### src/hw/rtl/mlr_pkg.sv
// Shared types and constants for the midpoint line rasteriser.
`default_nettype none
package mlr_pkg;

  localparam int COORD_BITS = 12;
  localparam int POS_BITS   = COORD_BITS + 1;
  localparam int ERR_BITS   = COORD_BITS + 4;

  typedef logic signed [COORD_BITS-1:0] coord_t;
  typedef logic signed [POS_BITS-1:0]   pos_t;
  typedef logic        [POS_BITS-1:0]   delta_t;
  typedef logic signed [ERR_BITS-1:0]   err_t;

  typedef enum logic {
    OP_START = 1'b0,
    OP_NEXT  = 1'b1
  } op_e;

  // sorted endpoints after the first front stage
  typedef struct packed {
    op_e    op;
    coord_t xa;
    coord_t ya;
    coord_t xb;
    coord_t yb;
    logic   mirrored;
  } sorted_t;

  // classified request handed from front to back
  typedef struct packed {
    op_e    op;
    pos_t   major_pos;
    pos_t   minor_pos;
    pos_t   major_end;
    delta_t delta_major;
    delta_t delta_minor;
    logic   swapped;
    logic   mirrored;
  } cmd_t;

  typedef struct packed {
    coord_t x;
    coord_t y;
    logic   valid;
    logic   last;
  } result_t;

endpackage
`default_nettype wire

### src/hw/rtl/mlr_front.sv
// Front end: accepts requests, sorts endpoints, mirrors y and picks the major axis.
`default_nettype none
module mlr_front (
  input  wire logic                clk_i,
  input  wire logic                rst_ni,
  input  wire logic                push,
  output logic                     full,
  input  wire mlr_pkg::op_e        op_i,
  input  wire mlr_pkg::coord_t     x_start_i,
  input  wire mlr_pkg::coord_t     y_start_i,
  input  wire mlr_pkg::coord_t     x_end_i,
  input  wire mlr_pkg::coord_t     y_end_i,
  input  wire logic                q_full_i,
  output logic                     q_push_o,
  output mlr_pkg::cmd_t            cmd_o
);

  function automatic mlr_pkg::pos_t ext_pos(mlr_pkg::coord_t c);
    return {c[mlr_pkg::COORD_BITS-1], c};
  endfunction

  logic             s1_v_q, s1_v_d;
  logic             s2_v_q, s2_v_d;
  logic             s1_ready, s2_ready;
  logic             s1_load, s2_load;
  mlr_pkg::sorted_t s1_q, s1_d;
  mlr_pkg::cmd_t    s2_q, s2_d;
  logic             swap_ends;

  mlr_pkg::pos_t    xa_p, ya_p, xb_p, yb_p;
  mlr_pkg::pos_t    ya_m, yb_m, dx, dy;
  logic             swapped;

  assign s2_ready = !s2_v_q || !q_full_i;
  assign s1_ready = !s1_v_q || s2_ready;
  assign full     = !s1_ready;
  assign s1_load  = push && s1_ready;
  assign s2_load  = s2_ready && s1_v_q;
  assign q_push_o = s2_v_q && !q_full_i;
  assign cmd_o    = s2_q;

  // stage 1: left-to-right order, mirror flag from the ordered pair
  always_comb begin
    swap_ends      = x_start_i > x_end_i;
    s1_d.op        = op_i;
    s1_d.xa        = swap_ends ? x_end_i   : x_start_i;
    s1_d.ya        = swap_ends ? y_end_i   : y_start_i;
    s1_d.xb        = swap_ends ? x_start_i : x_end_i;
    s1_d.yb        = swap_ends ? y_start_i : y_end_i;
    s1_d.mirrored  = swap_ends ? (y_start_i < y_end_i) : (y_end_i < y_start_i);
  end

  // stage 2: deltas and axis choice
  always_comb begin
    xa_p    = ext_pos(s1_q.xa);
    ya_p    = ext_pos(s1_q.ya);
    xb_p    = ext_pos(s1_q.xb);
    yb_p    = ext_pos(s1_q.yb);
    ya_m    = s1_q.mirrored ? -ya_p : ya_p;
    yb_m    = s1_q.mirrored ? -yb_p : yb_p;
    dx      = xb_p - xa_p;
    dy      = s1_q.mirrored ? (ya_p - yb_p) : (yb_p - ya_p);
    swapped = mlr_pkg::delta_t'(dy) > mlr_pkg::delta_t'(dx);

    s2_d.op          = s1_q.op;
    s2_d.swapped     = swapped;
    s2_d.mirrored    = s1_q.mirrored;
    s2_d.major_pos   = swapped ? ya_m : xa_p;
    s2_d.minor_pos   = swapped ? xa_p : ya_m;
    s2_d.major_end   = swapped ? yb_m : xb_p;
    s2_d.delta_major = swapped ? mlr_pkg::delta_t'(dy) : mlr_pkg::delta_t'(dx);
    s2_d.delta_minor = swapped ? mlr_pkg::delta_t'(dx) : mlr_pkg::delta_t'(dy);
  end

  always_comb begin
    s1_v_d = s1_v_q;
    if (s1_load) begin
      s1_v_d = 1'b1;
    end else if (s2_ready) begin
      s1_v_d = 1'b0;
    end
    s2_v_d = s2_ready ? s1_v_q : s2_v_q;
  end

  always_ff @(posedge clk_i or negedge rst_ni) begin
    if (!rst_ni) begin
      s1_v_q <= 1'b0;
      s2_v_q <= 1'b0;
    end else begin
      s1_v_q <= s1_v_d;
      s2_v_q <= s2_v_d;
    end
  end

  always_ff @(posedge clk_i) begin
    if (s1_load) begin
      s1_q <= s1_d;
    end
    if (s2_load) begin
      s2_q <= s2_d;
    end
  end

endmodule
`default_nettype wire

### src/hw/rtl/mlr_queue.sv
// Two-entry request queue between front and back ends.
`default_nettype none
module mlr_queue (
  input  wire logic          clk_i,
  input  wire logic          rst_ni,
  input  wire logic          push_i,
  input  wire mlr_pkg::cmd_t data_i,
  output logic               full_o,
  input  wire logic          pop_i,
  output logic               empty_o,
  output mlr_pkg::cmd_t      data_o
);

  mlr_pkg::cmd_t mem_q [2];
  logic          wr_ptr_q, wr_ptr_d;
  logic          rd_ptr_q, rd_ptr_d;
  logic [1:0]    cnt_q, cnt_d;
  logic          do_push, do_pop;

  assign full_o  = cnt_q == 2'd2;
  assign empty_o = cnt_q == 2'd0;
  assign data_o  = mem_q[rd_ptr_q];
  assign do_push = push_i && !full_o;
  assign do_pop  = pop_i && !empty_o;

  always_comb begin
    wr_ptr_d = do_push ? !wr_ptr_q : wr_ptr_q;
    rd_ptr_d = do_pop  ? !rd_ptr_q : rd_ptr_q;
    cnt_d    = cnt_q;
    if (do_push && !do_pop) begin
      cnt_d = cnt_q + 2'd1;
    end else if (do_pop && !do_push) begin
      cnt_d = cnt_q - 2'd1;
    end
  end

  always_ff @(posedge clk_i or negedge rst_ni) begin
    if (!rst_ni) begin
      wr_ptr_q <= 1'b0;
      rd_ptr_q <= 1'b0;
      cnt_q    <= 2'd0;
    end else begin
      wr_ptr_q <= wr_ptr_d;
      rd_ptr_q <= rd_ptr_d;
      cnt_q    <= cnt_d;
    end
  end

  always_ff @(posedge clk_i) begin
    if (do_push) begin
      mem_q[wr_ptr_q] <= data_i;
    end
  end

endmodule
`default_nettype wire

### src/hw/rtl/mlr_back.sv
// Back end: walks the line one major step per request and queues the pixels.
`default_nettype none
module mlr_back (
  input  wire logic          clk_i,
  input  wire logic          rst_ni,
  input  wire logic          cmd_empty_i,
  input  wire mlr_pkg::cmd_t cmd_i,
  output logic               cmd_pop_o,
  output logic               empty,
  input  wire logic          pop,
  output mlr_pkg::result_t   res_o
);

  function automatic mlr_pkg::err_t ext_err(mlr_pkg::delta_t d);
    return {{(mlr_pkg::ERR_BITS-mlr_pkg::POS_BITS){1'b0}}, d};
  endfunction

  function automatic mlr_pkg::result_t map_pixel(mlr_pkg::pos_t maj, mlr_pkg::pos_t mnr,
                                                 logic sw, logic mir, logic last);
    mlr_pkg::result_t r;
    mlr_pkg::pos_t    px, py;
    px      = sw ? mnr : maj;
    py      = sw ? maj : mnr;
    py      = mir ? -py : py;
    r.x     = px[mlr_pkg::COORD_BITS-1:0];
    r.y     = py[mlr_pkg::COORD_BITS-1:0];
    r.valid = 1'b1;
    r.last  = last;
    return r;
  endfunction

  mlr_pkg::pos_t major_pos_q, major_pos_d;
  mlr_pkg::pos_t minor_pos_q, minor_pos_d;
  mlr_pkg::pos_t major_end_q, major_end_d;
  mlr_pkg::err_t err_q, err_d;
  mlr_pkg::err_t inc_diag_q, inc_diag_d;
  mlr_pkg::err_t inc_flat_q, inc_flat_d;
  logic          swapped_q, swapped_d;
  logic          mirrored_q, mirrored_d;
  logic          active_q, active_d;

  mlr_pkg::result_t res_d;
  mlr_pkg::pos_t    maj_n, min_n;
  logic             step_minor, last;

  // result queue
  mlr_pkg::result_t rq_q [2];
  logic             rq_wr_q, rq_rd_q;
  logic [1:0]       rq_cnt_q, rq_cnt_d;
  logic             rq_full, rq_pop;

  assign rq_full   = rq_cnt_q == 2'd2;
  assign cmd_pop_o = !cmd_empty_i && !rq_full;
  assign empty     = rq_cnt_q == 2'd0;
  assign rq_pop    = pop && !empty;
  assign res_o     = rq_q[rq_rd_q];

  always_comb begin
    major_pos_d = major_pos_q;
    minor_pos_d = minor_pos_q;
    major_end_d = major_end_q;
    err_d       = err_q;
    inc_diag_d  = inc_diag_q;
    inc_flat_d  = inc_flat_q;
    swapped_d   = swapped_q;
    mirrored_d  = mirrored_q;
    active_d    = active_q;
    res_d       = '0;
    // positive decision only: a tie takes no minor step
    step_minor  = !err_q[mlr_pkg::ERR_BITS-1] && (err_q != '0);
    maj_n       = major_pos_q + mlr_pkg::pos_t'(1);
    min_n       = step_minor ? (minor_pos_q + mlr_pkg::pos_t'(1)) : minor_pos_q;
    last        = 1'b0;
    if (cmd_pop_o) begin
      case (cmd_i.op)
        mlr_pkg::OP_START: begin
          major_pos_d = cmd_i.major_pos;
          minor_pos_d = cmd_i.minor_pos;
          major_end_d = cmd_i.major_end;
          err_d       = (ext_err(cmd_i.delta_minor) <<< 1) - ext_err(cmd_i.delta_major);
          inc_flat_d  = ext_err(cmd_i.delta_minor) <<< 1;
          inc_diag_d  = (ext_err(cmd_i.delta_minor) - ext_err(cmd_i.delta_major)) <<< 1;
          swapped_d   = cmd_i.swapped;
          mirrored_d  = cmd_i.mirrored;
          last        = cmd_i.major_pos == cmd_i.major_end;
          active_d    = !last;
          res_d       = map_pixel(cmd_i.major_pos, cmd_i.minor_pos, cmd_i.swapped,
                                  cmd_i.mirrored, last);
        end
        mlr_pkg::OP_NEXT: begin
          if (active_q) begin
            major_pos_d = maj_n;
            minor_pos_d = min_n;
            err_d       = err_q + (step_minor ? inc_diag_q : inc_flat_q);
            last        = maj_n >= major_end_q;
            active_d    = !last;
            res_d       = map_pixel(maj_n, min_n, swapped_q, mirrored_q, last);
          end
        end
        default: begin
          res_d = '0;
        end
      endcase
    end
  end

  always_comb begin
    rq_cnt_d = rq_cnt_q;
    if (cmd_pop_o && !rq_pop) begin
      rq_cnt_d = rq_cnt_q + 2'd1;
    end else if (rq_pop && !cmd_pop_o) begin
      rq_cnt_d = rq_cnt_q - 2'd1;
    end
  end

  always_ff @(posedge clk_i or negedge rst_ni) begin
    if (!rst_ni) begin
      major_pos_q <= '0;
      minor_pos_q <= '0;
      major_end_q <= '0;
      err_q       <= '0;
      inc_diag_q  <= '0;
      inc_flat_q  <= '0;
      swapped_q   <= 1'b0;
      mirrored_q  <= 1'b0;
      active_q    <= 1'b0;
      rq_wr_q     <= 1'b0;
      rq_rd_q     <= 1'b0;
      rq_cnt_q    <= 2'd0;
    end else begin
      major_pos_q <= major_pos_d;
      minor_pos_q <= minor_pos_d;
      major_end_q <= major_end_d;
      err_q       <= err_d;
      inc_diag_q  <= inc_diag_d;
      inc_flat_q  <= inc_flat_d;
      swapped_q   <= swapped_d;
      mirrored_q  <= mirrored_d;
      active_q    <= active_d;
      rq_wr_q     <= cmd_pop_o ? !rq_wr_q : rq_wr_q;
      rq_rd_q     <= rq_pop ? !rq_rd_q : rq_rd_q;
      rq_cnt_q    <= rq_cnt_d;
    end
  end

  always_ff @(posedge clk_i) begin
    if (cmd_pop_o) begin
      rq_q[rq_wr_q] <= res_d;
    end
  end

endmodule
`default_nettype wire

### src/hw/rtl/midpoint_line_rasterizer_unit.sv
// Midpoint line rasteriser, all octants: top level.
//
// Requests enter through a queue-style port: push with full; a request is
// taken at a clock edge with push high and full low. op_i low starts a line
// from the four endpoint coordinates and returns its first pixel; op_i high
// returns the next pixel of the current line (pixel_valid_o low if none).
// Exactly one result per request, in request order.
// Results leave through a queue-style port: while empty is low the oldest
// result is on the pixel ports, and it is taken at an edge with pop high.
// A taken request passes the first and second front stages and the middle
// queue, and one back-end step then writes its result to the result queue.
// Throughput: one request per cycle while the result queue has room, set by
// the add-and-compare step in the back end.
// A two-entry queue sits between front and back, and a two-entry queue
// holds results; when pop stays low the queues fill and full rises, with
// nothing lost. Reset clears all queues and leaves no line active.
`default_nettype none
module midpoint_line_rasterizer_unit (
  input  wire logic                    clk_i,
  input  wire logic                    rst_ni,
  input  wire logic                    push,
  output logic                         full,
  input  wire logic                    op_i,
  input  wire mlr_pkg::coord_t         x_start_i,
  input  wire mlr_pkg::coord_t         y_start_i,
  input  wire mlr_pkg::coord_t         x_end_i,
  input  wire mlr_pkg::coord_t         y_end_i,
  output logic                         empty,
  input  wire logic                    pop,
  output mlr_pkg::coord_t              pixel_x_o,
  output mlr_pkg::coord_t              pixel_y_o,
  output logic                         pixel_valid_o,
  output logic                         last_pixel_o
);

  logic             q_full, q_push, q_empty, q_pop;
  mlr_pkg::cmd_t    front_cmd, back_cmd;
  mlr_pkg::result_t res;

  mlr_front u_front (
    .clk_i     (clk_i),
    .rst_ni    (rst_ni),
    .push      (push),
    .full      (full),
    .op_i      (mlr_pkg::op_e'(op_i)),
    .x_start_i (x_start_i),
    .y_start_i (y_start_i),
    .x_end_i   (x_end_i),
    .y_end_i   (y_end_i),
    .q_full_i  (q_full),
    .q_push_o  (q_push),
    .cmd_o     (front_cmd)
  );

  mlr_queue u_queue (
    .clk_i   (clk_i),
    .rst_ni  (rst_ni),
    .push_i  (q_push),
    .data_i  (front_cmd),
    .full_o  (q_full),
    .pop_i   (q_pop),
    .empty_o (q_empty),
    .data_o  (back_cmd)
  );

  mlr_back u_back (
    .clk_i       (clk_i),
    .rst_ni      (rst_ni),
    .cmd_empty_i (q_empty),
    .cmd_i       (back_cmd),
    .cmd_pop_o   (q_pop),
    .empty       (empty),
    .pop         (pop),
    .res_o       (res)
  );

  assign pixel_x_o     = res.x;
  assign pixel_y_o     = res.y;
  assign pixel_valid_o = res.valid;
  assign last_pixel_o  = res.last;

endmodule
`default_nettype wire
### config.mk
export PLATFORM = sky130hd
export DESIGN_NAME = midpoint_line_rasterizer_unit
export DESIGN_NICKNAME = d
export VERILOG_FILES = /design/src/hw/rtl/mlr_pkg.sv /design/src/hw/rtl/mlr_front.sv /design/src/hw/rtl/mlr_queue.sv /design/src/hw/rtl/mlr_back.sv /design/src/hw/rtl/midpoint_line_rasterizer_unit.sv
export SDC_FILE = /design/constraint.sdc
export NUM_CORES = 1
export LEC_CHECK = 0
export BUFFER_PORTS_ARGS = -buffer_cell sky130_fd_sc_hd__buf_4
export CAP_MARGIN = 20
export CORE_MARGIN = 3
export CORE_UTILIZATION = 65
export DETAILED_ROUTE_END_ITERATION = 7
export PLACE_DENSITY = 0.9
export SLEW_MARGIN = 0
export SYNTH_ARGS = -nofsm -noshare
export SYNTH_HDL_FRONTEND = slang
export SYNTH_SLANG_ARGS = --single-unit
### constraint.sdc
create_clock -name clk_i -period 7.7 [get_ports clk_i]
set_input_delay 0 -clock clk_i [delete_from_list [all_inputs] [get_ports clk_i]]
set_output_delay 0 -clock clk_i [all_outputs]
set_load 0.01 [all_outputs]
==> flow_metrics.env, run 1 <==
export IMPL_status="finished, final reports clean"
export IMPL_crit_fanout=37
export IMPL_vias_per_cell=6.23
export IMPL_wire_per_inst_um=21.3
export IMPL_worstPathArrival_ns=5.94
export IMPL_maxCapViolCount=0
export IMPL_synth_warnings=0
export IMPL_synth_edf_count=303
export IMPL_clock_latency_ns=0.56
export IMPL_end_kind="flop"
export IMPL_cts_made_buffers=41
export IMPL_grt_pass1_wl_um=88300
export IMPL_period_needed_ns=5.55
export IMPL_synthFlopType="edfxtp_1"
export IMPL_avgSynthCellArea_sq_um=11.0
export IMPL_ys_ff_latch=397
export IMPL_setup_slack_ns=2.15
export IMPL_initial_utilization_pct=66.3
export IMPL_antenna_found_initial=2
export IMPL_placementRows=67
export IMPL_place_ws_ns=2.28
export IMPL_chipHeight_um=191
export IMPL_final_cell_mix="303 x edfxtp_1, 194 x nand2_1, 159 x nor2_1"
export IMPL_dp_hpwl_um=37500
export IMPL_fillers=2051
export IMPL_hold_class="input port to flop"
export IMPL_dieWidth_um=191
export IMPL_drtIter0Drc=1786
export IMPL_drive_gt1_share_pct=13.7
export IMPL_grt_pass1_vias=16400
export IMPL_layout_commonest_cell="edfxtp_1"
export IMPL_portBuffers=80
export IMPL_path_clk_slew_ns=0.06
export IMPL_final_cells=2657
export IMPL_post_cts_resized=0
export IMPL_tns_ns=0
export IMPL_ys_seq_area_share_pct=51.3
export IMPL_fin_nets=2366
export IMPL_final_antenna_net_count=0
export IMPL_grt_usage_pct=30.7
export IMPL_setup_violations=0
export IMPL_finalCoreUtilization_pct=76.0
export IMPL_worst_slew_pin_slew_ns=0.987
export IMPL_syn_to_final_growth_pct=14.6
export IMPL_synth_nets=2227
export IMPL_gr_total_overflow=0
export IMPL_drtPass1Iterations=6
export IMPL_cts_max_level=2
export IMPL_routed_wl_um=56500
export IMPL_gp_congestion=0.955
export IMPL_grt_start_max_net_pins=98
export IMPL_hold_violations=0
export IMPL_cts_buffer_depth=3
export IMPL_yosysUniqueCellTypes=73
export IMPL_fin_crit_sh_pct=72.1
export IMPL_finClkSkew_ns=0.0247
export IMPL_cts_tree="yes"
export IMPL_crit_required_ns=8.09
export IMPL_synth_area_sq_mm=0.0223
export IMPL_pin_count=81
export IMPL_rsz0062_at_grt="false"
export IMPL_max_freq_mhz=180
export IMPL_start_kind="flop"
export IMPL_synthArstFlopShare_pct=23.7
export IMPL_drv_slew=0
export IMPL_die_area_sq_mm=0.0366
export IMPL_post_place_cells=2498
export IMPL_r2r_slack_ns=2.15
export IMPL_root_buffer="clkbuf_16"
export IMPL_numClockSinks=397
export IMPL_core_sq_mm=0.0337
export IMPL_max_slew_margin_rel_pct=34.2
export IMPL_drc=0
export IMPL_path_class="flop to flop"
export IMPL_postSynthCellCount=2035
export IMPL_vias=16600
[timing repair]
action,4_1_cts,5_1_grt
endpoints found under the hold margin,78,0
hold buffers,78,0
buffers inserted,0,0
[state kept, by name, indices dropped and copies added, names as in the netlist, 12 cells and up]
name	cells
u_back.inc_flat_q	13
u_back.major_end_q	13
u_back.inc_diag_q	14
u_back.minor_pos_q	12
u_queue.mem_q	134
u_back.rq_q	52
u_front.s1_q	50
u_back.err_q	16
u_front.cmd_o	67
u_back.major_pos_q	13
[final cells by class]
cell class | instances | area (sq um) | area share (%)
clock buffers | 52 | 1100 | 4.28
diodes | 2 | 5.00 | 0.0195
inverters | 131 | 492 | 1.92
well taps | 448 | 561 | 2.19
clock inverters | 24 | 313 | 1.22
repair buffers | 181 | 1600 | 6.23
flip-flops and latches | 397 | 11500 | 44.7
multi-input cells | 1422 | 10100 | 39.4
[metrics by stage]
step	cell area [sq um]	hold WS, ns
6_report	25600	0.174
5_1_grt	25600	0.169
4_1_cts	25600	0.159
3_5_place_dp	23400	-0.0738
3_3_place_gp	23300	-0.0741
2_1_floorplan	22300	-0.296
[layer usage]
metal	part of all wire, %	wire length (um)	vias to the layer above	GRT usage, %
met5	0	0	-	0
met4	3.5	2000	0	10.8
met3	6.4	3640	139	3.89
met2	50	28300	772	53.6
met1	40	22500	7995	39.7
li1	-	-	7655	-
[worst paths after layout]
| check | to | start | cells past startpoint |
|---|---|---|---|
| min | u_front.s1_q[49] | op_i | 2 |
| max | u_front.cmd_o[51] | u_front.s1_q[1] | 21 |
| min in group asynchronous | u_back.err_q[2] | rst_ni | 4 |
| max in group asynchronous | u_queue.rd_ptr_q | rst_ni | 4 |
| max reg2reg | u_front.cmd_o[51] | u_front.s1_q[1] | 21 |
| min reg2reg | u_queue.mem_q[0][20] | u_front.cmd_o[20] | 0 |
[worst max-delay path: stages (launching register included)]
cell and delay [ns]:
edfxtp_1 0.45, inv_1 0.14, ha_1 0.16, inv_1 0.06, fa_1 0.39, a211oi_1 0.24
a211oi_1 0.10, o21a_1 0.24, o21ai_0 0.24, o21ai_0 0.20, a31oi_1 0.25, xnor2_1 0.15
ha_1 0.33, a21o_1 0.12, a21o_1 0.10, a21oi_1 0.06, o21ai_0 0.19, a21oi_1 0.11
a21oi_4 0.70, buf_4 0.51, buf_4 0.35, mux2i_1 0.27
[Yosys cell counts (11+ instances only)]
| library cell | n | area, sq um |
|---|---|---|
| a211oi_1 | 19 | 143 |
| a21o_1 | 17 | 128 |
| a21oi_1 | 130 | 651 |
| a31oi_1 | 17 | 106 |
| and3_1 | 11 | 68.8 |
| buf_2 | 16 | 80.1 |
| clkbuf_1 | 53 | 199 |
| dfrtp_1 | 94 | 2350 |
| edfxtp_1 | 303 | 9100 |
| ha_1 | 133 | 1660 |
| inv_1 | 131 | 492 |
| mux2_2 | 104 | 1170 |
| mux2i_1 | 87 | 871 |
| nand2_1 | 195 | 732 |
| nand2b_1 | 12 | 75.1 |
| nand3_1 | 28 | 140 |
| nand4_1 | 19 | 119 |
| nor2_1 | 162 | 608 |
| nor2b_1 | 21 | 131 |
| nor3_1 | 31 | 155 |
| nor4_1 | 12 | 75.1 |
| o21a_1 | 15 | 113 |
| o21ai_0 | 148 | 741 |
| o22ai_1 | 19 | 119 |
| o31ai_1 | 16 | 120 |
| xnor2_1 | 82 | 718 |
| xor2_1 | 51 | 447 |
[logic make-up after synthesis]
| family | Yosys count | share of synthesized area, % |
|---|---|---|
| AOI/OAI and AO/OA | 432 | 11.5 |
| xor gates and xnor gates | 133 | 5.21 |
| adders and majority gates | 139 | 7.99 |
| buffers and inverters | 216 | 3.90 |
| DFF | 397 | 51.3 |
| muxes | 193 | 9.30 |
| and+or+nand+nor | 525 | 10.8 |
Power of run 1 is left out: the tool's default activity adds up to more than one toggle a clock period on the data nets, which glitch-free logic cannot reach.
==> inputs of run 2 (changes only) <==
--- a/config.mk
+++ b/config.mk
@@ -8,9 +8,9 @@
 export BUFFER_PORTS_ARGS = -buffer_cell sky130_fd_sc_hd__buf_4
 export CAP_MARGIN = 20
 export CORE_MARGIN = 3
-export CORE_UTILIZATION = 65
+export CORE_UTILIZATION = 63
 export DETAILED_ROUTE_END_ITERATION = 7
-export PLACE_DENSITY = 0.9
+export PLACE_DENSITY = 0.88
 export SLEW_MARGIN = 0
 export SYNTH_ARGS = -nofsm -noshare
 export SYNTH_HDL_FRONTEND = slang
==> constraint.sdc (replaced) <==
create_clock -name clk_i -period 5.2 [get_ports clk_i]
set_input_delay 0 -clock clk_i [delete_from_list [all_inputs] [get_ports clk_i]]
set_output_delay 0 -clock clk_i [all_outputs]
set_load 0.01 [all_outputs]
==> run 2 against run 1 <==
Hold slack got worse by 0.10 ns. Count of clock-buffer cells in the layout increased by 2. Wire length decreased by 2.2%. Sequential share of layout area increased by 0.19 points. Setup slack got worse by 1.8 ns. Clock skew increased by 0.0012 ns. Global-route usage decreased by 1.9 points. Non-clock buffer count increased by 1. Design area decreased by 0.43%. Core utilization decreased by 2.5 points. Register-to-register slack got worse by 1.8 ns. Critical endpoint is now u_front.cmd_o[13].
==> flow_metrics.env, run 2 (synthesized netlist as in run 1, its figures left out) <==
export IMPL_cp_startpoint="u_front.s1_q[13]"
export IMPL_portBuffers=80
export IMPL_gr_total_overflow=0
export IMPL_r2r_slack_ns=0.36
export IMPL_path_class="flop to flop"
export IMPL_finalCoreUtilization_pct=73.5
export IMPL_final_cell_mix="303 x edfxtp_1, 194 x nand2_1, 159 x nor2_1"
export IMPL_clock_latency_ns=0.55
export IMPL_pin_count=81
export IMPL_crit_required_ns=5.48
export IMPL_status="finished, final reports clean"
export IMPL_grt_pass1_wl_um=87500
export IMPL_hold_class="input port to asynchronous set/reset pin"
export IMPL_dp_hpwl_um=37000
export IMPL_setup_violations=0
export IMPL_post_place_cells=2508
export IMPL_cp_top_family="compound AO/OA/AOI/OAI gates"
export IMPL_grt_start_max_net_pins=76
export IMPL_final_antenna_net_count=0
export IMPL_crit_fanout=31
export IMPL_antenna_found_initial=1
export IMPL_max_freq_mhz=206
export IMPL_max_slew_margin_rel_pct=25.8
export IMPL_grt_pass1_vias=16500
export IMPL_top_register="u_queue.mem_q"
export IMPL_crit_chain="inv_1, ha_1, inv_1, fa_1, a21o_1, a21oi_1, nor2b_1, o21a_1, o41ai_1, xnor2_1, inv_1, ha_1, a21o_1, a21o_1, a21oi_1, o21ai_0, a21oi_1, a21oi_4, buf_4, mux2_2"
export IMPL_vias_per_cell=6.12
export IMPL_r2r_end="u_front.cmd_o[13]"
export IMPL_numClockSinks=397
export IMPL_worst_path_stages=20
export IMPL_vdd_drop_max_mv=0.527
export IMPL_worstSetupEndpoint="u_front.cmd_o[13]"
export IMPL_slowest_stage="o41ai_1"
export IMPL_cts_max_level=2
export IMPL_final_cells=2662
export IMPL_maxCapViolCount=0
export IMPL_fillers=2213
export IMPL_routed_wl_um=55200
export IMPL_drv_slew=0
export IMPL_dieWidth_um=194
export IMPL_layout_commonest_cell="edfxtp_1"
export IMPL_cts_made_buffers=40
export IMPL_end_kind="flop"
export IMPL_initial_utilization_pct=64.4
export IMPL_placementRows=68
export IMPL_largest_reg_flops=134
export IMPL_chipHeight_um=194
export IMPL_syn_to_final_growth_pct=14.1
export IMPL_rr_startpoint="u_front.s1_q[13]"
export IMPL_r2r_cells=20
export IMPL_cts_buffer_depth=3
export IMPL_start_kind="flop"
export IMPL_period_needed_ns=4.84
export IMPL_post_cts_buffers=0
export IMPL_root_buffer="clkbuf_16"
export IMPL_p_leak_uw=0.0104
export IMPL_slowest_delay_ns=0.48
export IMPL_gp_congestion=0.948
export IMPL_cts_tree="yes"
export IMPL_hold_violations=0
export IMPL_fin_crit_sh_pct=93.1
export IMPL_grt_usage_pct=28.8
export IMPL_die_area_sq_mm=0.0378
export IMPL_core_sq_mm=0.0347
export IMPL_setup_slack_ns=0.357
export IMPL_p_per_area_mw_per_mm2=775
export IMPL_critPathBufInv=4
export IMPL_worstPathArrival_ns=5.12
export IMPL_worst_slew_pin_slew_ns=1.11
export IMPL_drc=0
export IMPL_tns_ns=0
export IMPL_post_cts_resized=0
export IMPL_drtPass1Iterations=6
export IMPL_path_clk_slew_ns=0.06
export IMPL_drtIter0Drc=1719
export IMPL_fin_nets=2366
export IMPL_place_ws_ns=0.419
export IMPL_drive_gt1_share_pct=13.5
export IMPL_finClkSkew_ns=0.0259
export IMPL_wire_per_inst_um=20.8
export IMPL_vias=16300
export IMPL_rsz0062_at_grt="false"
-- run 2: changes by cell type in the layout (fill, tap and decap cells not counted), moves of 2 or more --
| cell | before | now |
|---|---|---|
| clkinv_8 | 1 | 3 |
| inv_6 | 3 | 1 |
| clkbuf_8 | 3 | 1 |
| buf_4 | 101 | 104 |
| clkinv_2 | 6 | 4 |
| clkbuf_1 | 8 | 13 |
-- run 2: metrics by stage --
stage                     cell area [sq um]  total power [uW]  hold slack [ns]
final                                 25500             19800           0.0692
after global routing                  25500             21100            0.129
after CTS                             25500             19500           0.0895
after detailed placement              23400             16500            0.110
after global placement                23400             16000            0.114
after floorplan                       22300             13700           -0.296
-- run 2: worst min-delay path by stage --
| stage | from | to | slack [ns] | cells after the start |
|---|---|---|---|---|
| after floorplan | rst_ni | u_back.active_q | -0.30 | 0 |
| after global placement | rst_ni | u_back.err_q[4] | 0.11 | 1 |
| after detailed placement | rst_ni | u_back.err_q[1] | 0.11 | 1 |
| after CTS | rst_ni | u_back.mirrored_q | 0.09 | 2 |
| after global routing | rst_ni | u_back.err_q[1] | 0.13 | 2 |
| final | rst_ni | u_back.err_q[1] | 0.07 | 2 |
-- run 2: where the power goes --
part	switching, uW	internal (uW)
clock	1220	1660
sequential	912	5550
combinational	6280	4130
-- run 2: repair_timing --
action                                  4_1_cts  5_1_grt
endpoints found under the hold margin       107        0
endpoints found under the setup margin        0        0
hold buffers                                 76        0
-- run 2: area by class of cell --
| type | instances | area (sq um) | share of cell area [%] |
|---|---|---|---|
| repair buffers | 182 | 1580 | 6.20 |
| multi-input cells | 1422 | 10100 | 39.6 |
| inverters | 131 | 492 | 1.93 |
| well taps | 455 | 569 | 2.23 |
| clock buffers | 54 | 1060 | 4.17 |
| flip-flops and latches | 397 | 11500 | 44.9 |
| diodes | 1 | 2.50 | 0.00981 |
| clock inverters | 20 | 245 | 0.962 |
-- run 2: layer usage --
layer  vias to the layer above  wire length (um)  track usage, %
li1                       7629                 -               -
met1                      7776             22300            37.7
met2                       731             26400            47.9
met3                       166              3800            4.21
met4                         0              2760            13.5
met5                         -                 0               0
(Power assumes the default switching activity.)
==> inputs of run 3 (changes only) <==
--- a/config.mk
+++ b/config.mk
@@ -5,13 +5,14 @@
 export SDC_FILE = /design/constraint.sdc
 export NUM_CORES = 1
 export LEC_CHECK = 0
-export BUFFER_PORTS_ARGS = -buffer_cell sky130_fd_sc_hd__buf_4
 export CAP_MARGIN = 20
 export CORE_MARGIN = 3
-export CORE_UTILIZATION = 63
+export CORE_UTILIZATION = 40
 export DETAILED_ROUTE_END_ITERATION = 7
-export PLACE_DENSITY = 0.88
+export DONT_BUFFER_PORTS = 1
+export PLACE_DENSITY = 0.61
 export SLEW_MARGIN = 0
 export SYNTH_ARGS = -nofsm -noshare
 export SYNTH_HDL_FRONTEND = slang
+export SYNTH_HIERARCHICAL = 1
 export SYNTH_SLANG_ARGS = --single-unit
==> run 3 against run 2 <==
Largest power group unchanged. Critical path type unchanged. Die area increased by 61%. Sequential share of layout area decreased by 1.2 points. First-iteration DRC count decreased by 33%. Via count decreased by 1.1%.
==> flow_metrics.env, run 3 <==
export IMPL_cts_tree="yes"
export IMPL_sequentialPowerShare_pct=31.8
export IMPL_core_sq_mm=0.0568
export IMPL_cts_max_level=2
export IMPL_fin_crit_sh_pct=90.9
export IMPL_grt_start_max_net_pins=95
export IMPL_p_clk_share_pct=15.6
export IMPL_die_area_sq_mm=0.0608
export IMPL_initial_utilization_pct=40.8
export IMPL_layout_commonest_cell="edfxtp_1"
export IMPL_fin_nets=2374
export IMPL_drv_slew=0
export IMPL_routed_wl_um=59900
export IMPL_root_buffer="clkbuf_16"
export IMPL_max_freq_mhz=211
export IMPL_top_register="u_queue/mem_q"
export IMPL_worst_slew_pin_slew_ns=1.02
export IMPL_p_leak_uw=0.0103
export IMPL_post_cts_buffers=0
export IMPL_wire_per_inst_um=20.1
export IMPL_grt_pass1_vias=16200
export IMPL_rr_startpoint="u_front/s1_q[1]"
export IMPL_avgSynthCellArea_sq_um=10.9
export IMPL_r2r_cells=17
export IMPL_post_place_cells=2814
export IMPL_final_cells=2976
export IMPL_syn_to_final_growth_pct=13.0
export IMPL_postSynthCellCount=2124
export IMPL_crit_fanout=90
export IMPL_r2r_end="u_front/cmd_o[35]"
export IMPL_n_antenna_cell=0
export IMPL_synth_nets=2315
export IMPL_grt_pass1_wl_um=93300
export IMPL_p_comb_share_pct=52.7
export IMPL_drc=0
export IMPL_setup_slack_ns=0.471
export IMPL_end_kind="flop"
export IMPL_hold_class="input port to asynchronous set/reset pin"
export IMPL_period_needed_ns=4.73
export IMPL_ctsHoldBuffers=77
export IMPL_cts_buffer_depth=3
export IMPL_vias_per_cell=5.42
export IMPL_finalInstanceArea_sq_mm=0.0262
export IMPL_path_clk_slew_ns=0.06
export IMPL_placed_area_sq_mm=0.0239
export IMPL_drive_gt1_share_pct=12.8
export IMPL_vias=16100
export IMPL_final_antenna_net_count=0
export IMPL_r2r_slack_ns=0.47
export IMPL_antenna_found_initial=0
export IMPL_place_ws_ns=0.506
export IMPL_power_switching_share_pct=43.1
export IMPL_chipHeight_um=247
export IMPL_synth_warnings=6
export IMPL_p_per_area_mw_per_mm2=769
export IMPL_synth_area_sq_mm=0.0232
export IMPL_cts_made_buffers=45
export IMPL_dieWidth_um=247
export IMPL_dp_hpwl_um=44000
export IMPL_drtIter0Drc=1160
export IMPL_worstPathArrival_ns=5.01
export IMPL_pin_count=81
export IMPL_gr_total_overflow=0
export IMPL_max_slew_margin_rel_pct=32.1
export IMPL_finClkSkew_ns=0.0163
export IMPL_rsz0062_at_grt="false"
export IMPL_gp_congestion=0.891
export IMPL_path_class="flop to flop"
export IMPL_setup_violations=0
export IMPL_grt_usage_pct=19.7
export IMPL_power_switching_uw=8670
export IMPL_numClockSinks=397
export IMPL_portBuffers=0
export IMPL_final_cell_mix="303 x edfxtp_1, 237 x nand2_1, 175 x o21ai_0"
export IMPL_maxCapViolCount=0
export IMPL_crit_required_ns=5.48
export IMPL_fillers=5244
export IMPL_status="finished, final reports clean"
export IMPL_tns_ns=0
export IMPL_clock_latency_ns=0.59
export IMPL_p_int_uw=11400
export IMPL_hold_violations=0
export IMPL_vdd_drop_max_mv=0.612
export IMPL_post_cts_resized=0
export IMPL_placementRows=87
export IMPL_largest_reg_flops=134
export IMPL_start_kind="flop"
export IMPL_drtPass1Iterations=5
==> run 3: power by group through the flow <==
stage	Combinational [uW]	Sequential, uW	Clock, uW
after floorplan	8060	6080	0
after global placement	10100	6430	0
after detailed placement	10400	6500	0
after CTS	10500	6440	3220
after global routing	11700	6550	3360
final	10600	6390	3130
==> run 3: final cells by class <==
cell class	count	area, sq um	share of cell area [%]
sequential	397	11500	43.8
multi-input combinational	1494	10700	41.0
clock buffer	57	1200	4.59
timing repair buffer	104	1040	3.99
tap	756	946	3.61
inverter	141	529	2.02
clock inverter	27	259	0.990
==> run 3: worst max path at each step <==
| stage | startpoint | cells after the start | endpoint | slack, ns |
|---|---|---|---|---|
| after floorplan | u_queue/cnt_q[0] | 3 | u_front/cmd_o[0] | 0.88 |
| after global placement | u_front/s1_q[25] | 16 | u_front/cmd_o[56] | 0.46 |
| after detailed placement | u_front/s1_q[1] | 17 | u_front/cmd_o[35] | 0.51 |
| after CTS | u_front/s1_q[1] | 17 | u_front/cmd_o[35] | 0.49 |
| after global routing | u_front/s1_q[25] | 16 | u_front/cmd_o[35] | 0.15 |
| final | u_front/s1_q[1] | 17 | u_front/cmd_o[35] | 0.47 |
==> run 3: layer usage <==
layer  GRT usage [%]  up-vias  share of wire (%)
met5               0        -                  0
met4            6.39        0                3.1
met3            2.96       96                4.0
met2            33.3      358                 48
met1            26.1     7812                 45
li1                -     7851                  -
==> run 3: per-stage QoR <==
step / hold slack (ns) / util, % / total power [uW]
global route: 0.0464 / 46.1 / 21700
detailed placement: -0.286 / 42.1 / 16900
global placement: -0.288 / 42.0 / 16500
finish: 0.0478 / 46.1 / 20100
CTS: 0.0246 / 46.0 / 20200
floorplan: -0.296 / - / 14100
==> run 3: critical path, stage by stage, from the launching register on <==
cell      delay [ns]
edfxtp_1        0.49
inv_1           0.17
ha_1            0.20
inv_1           0.06
fa_1            0.40
a21oi_1         0.29
o221ai_1        0.26
o32ai_1         0.19
a31oi_1         0.09
xnor2_1         0.38
inv_1           0.09
ha_1            0.32
a21oi_1         0.18
o21ai_0         0.13
nor2_1          0.13
a21o_2          0.14
buf_4           0.64
o21ai_0         0.25
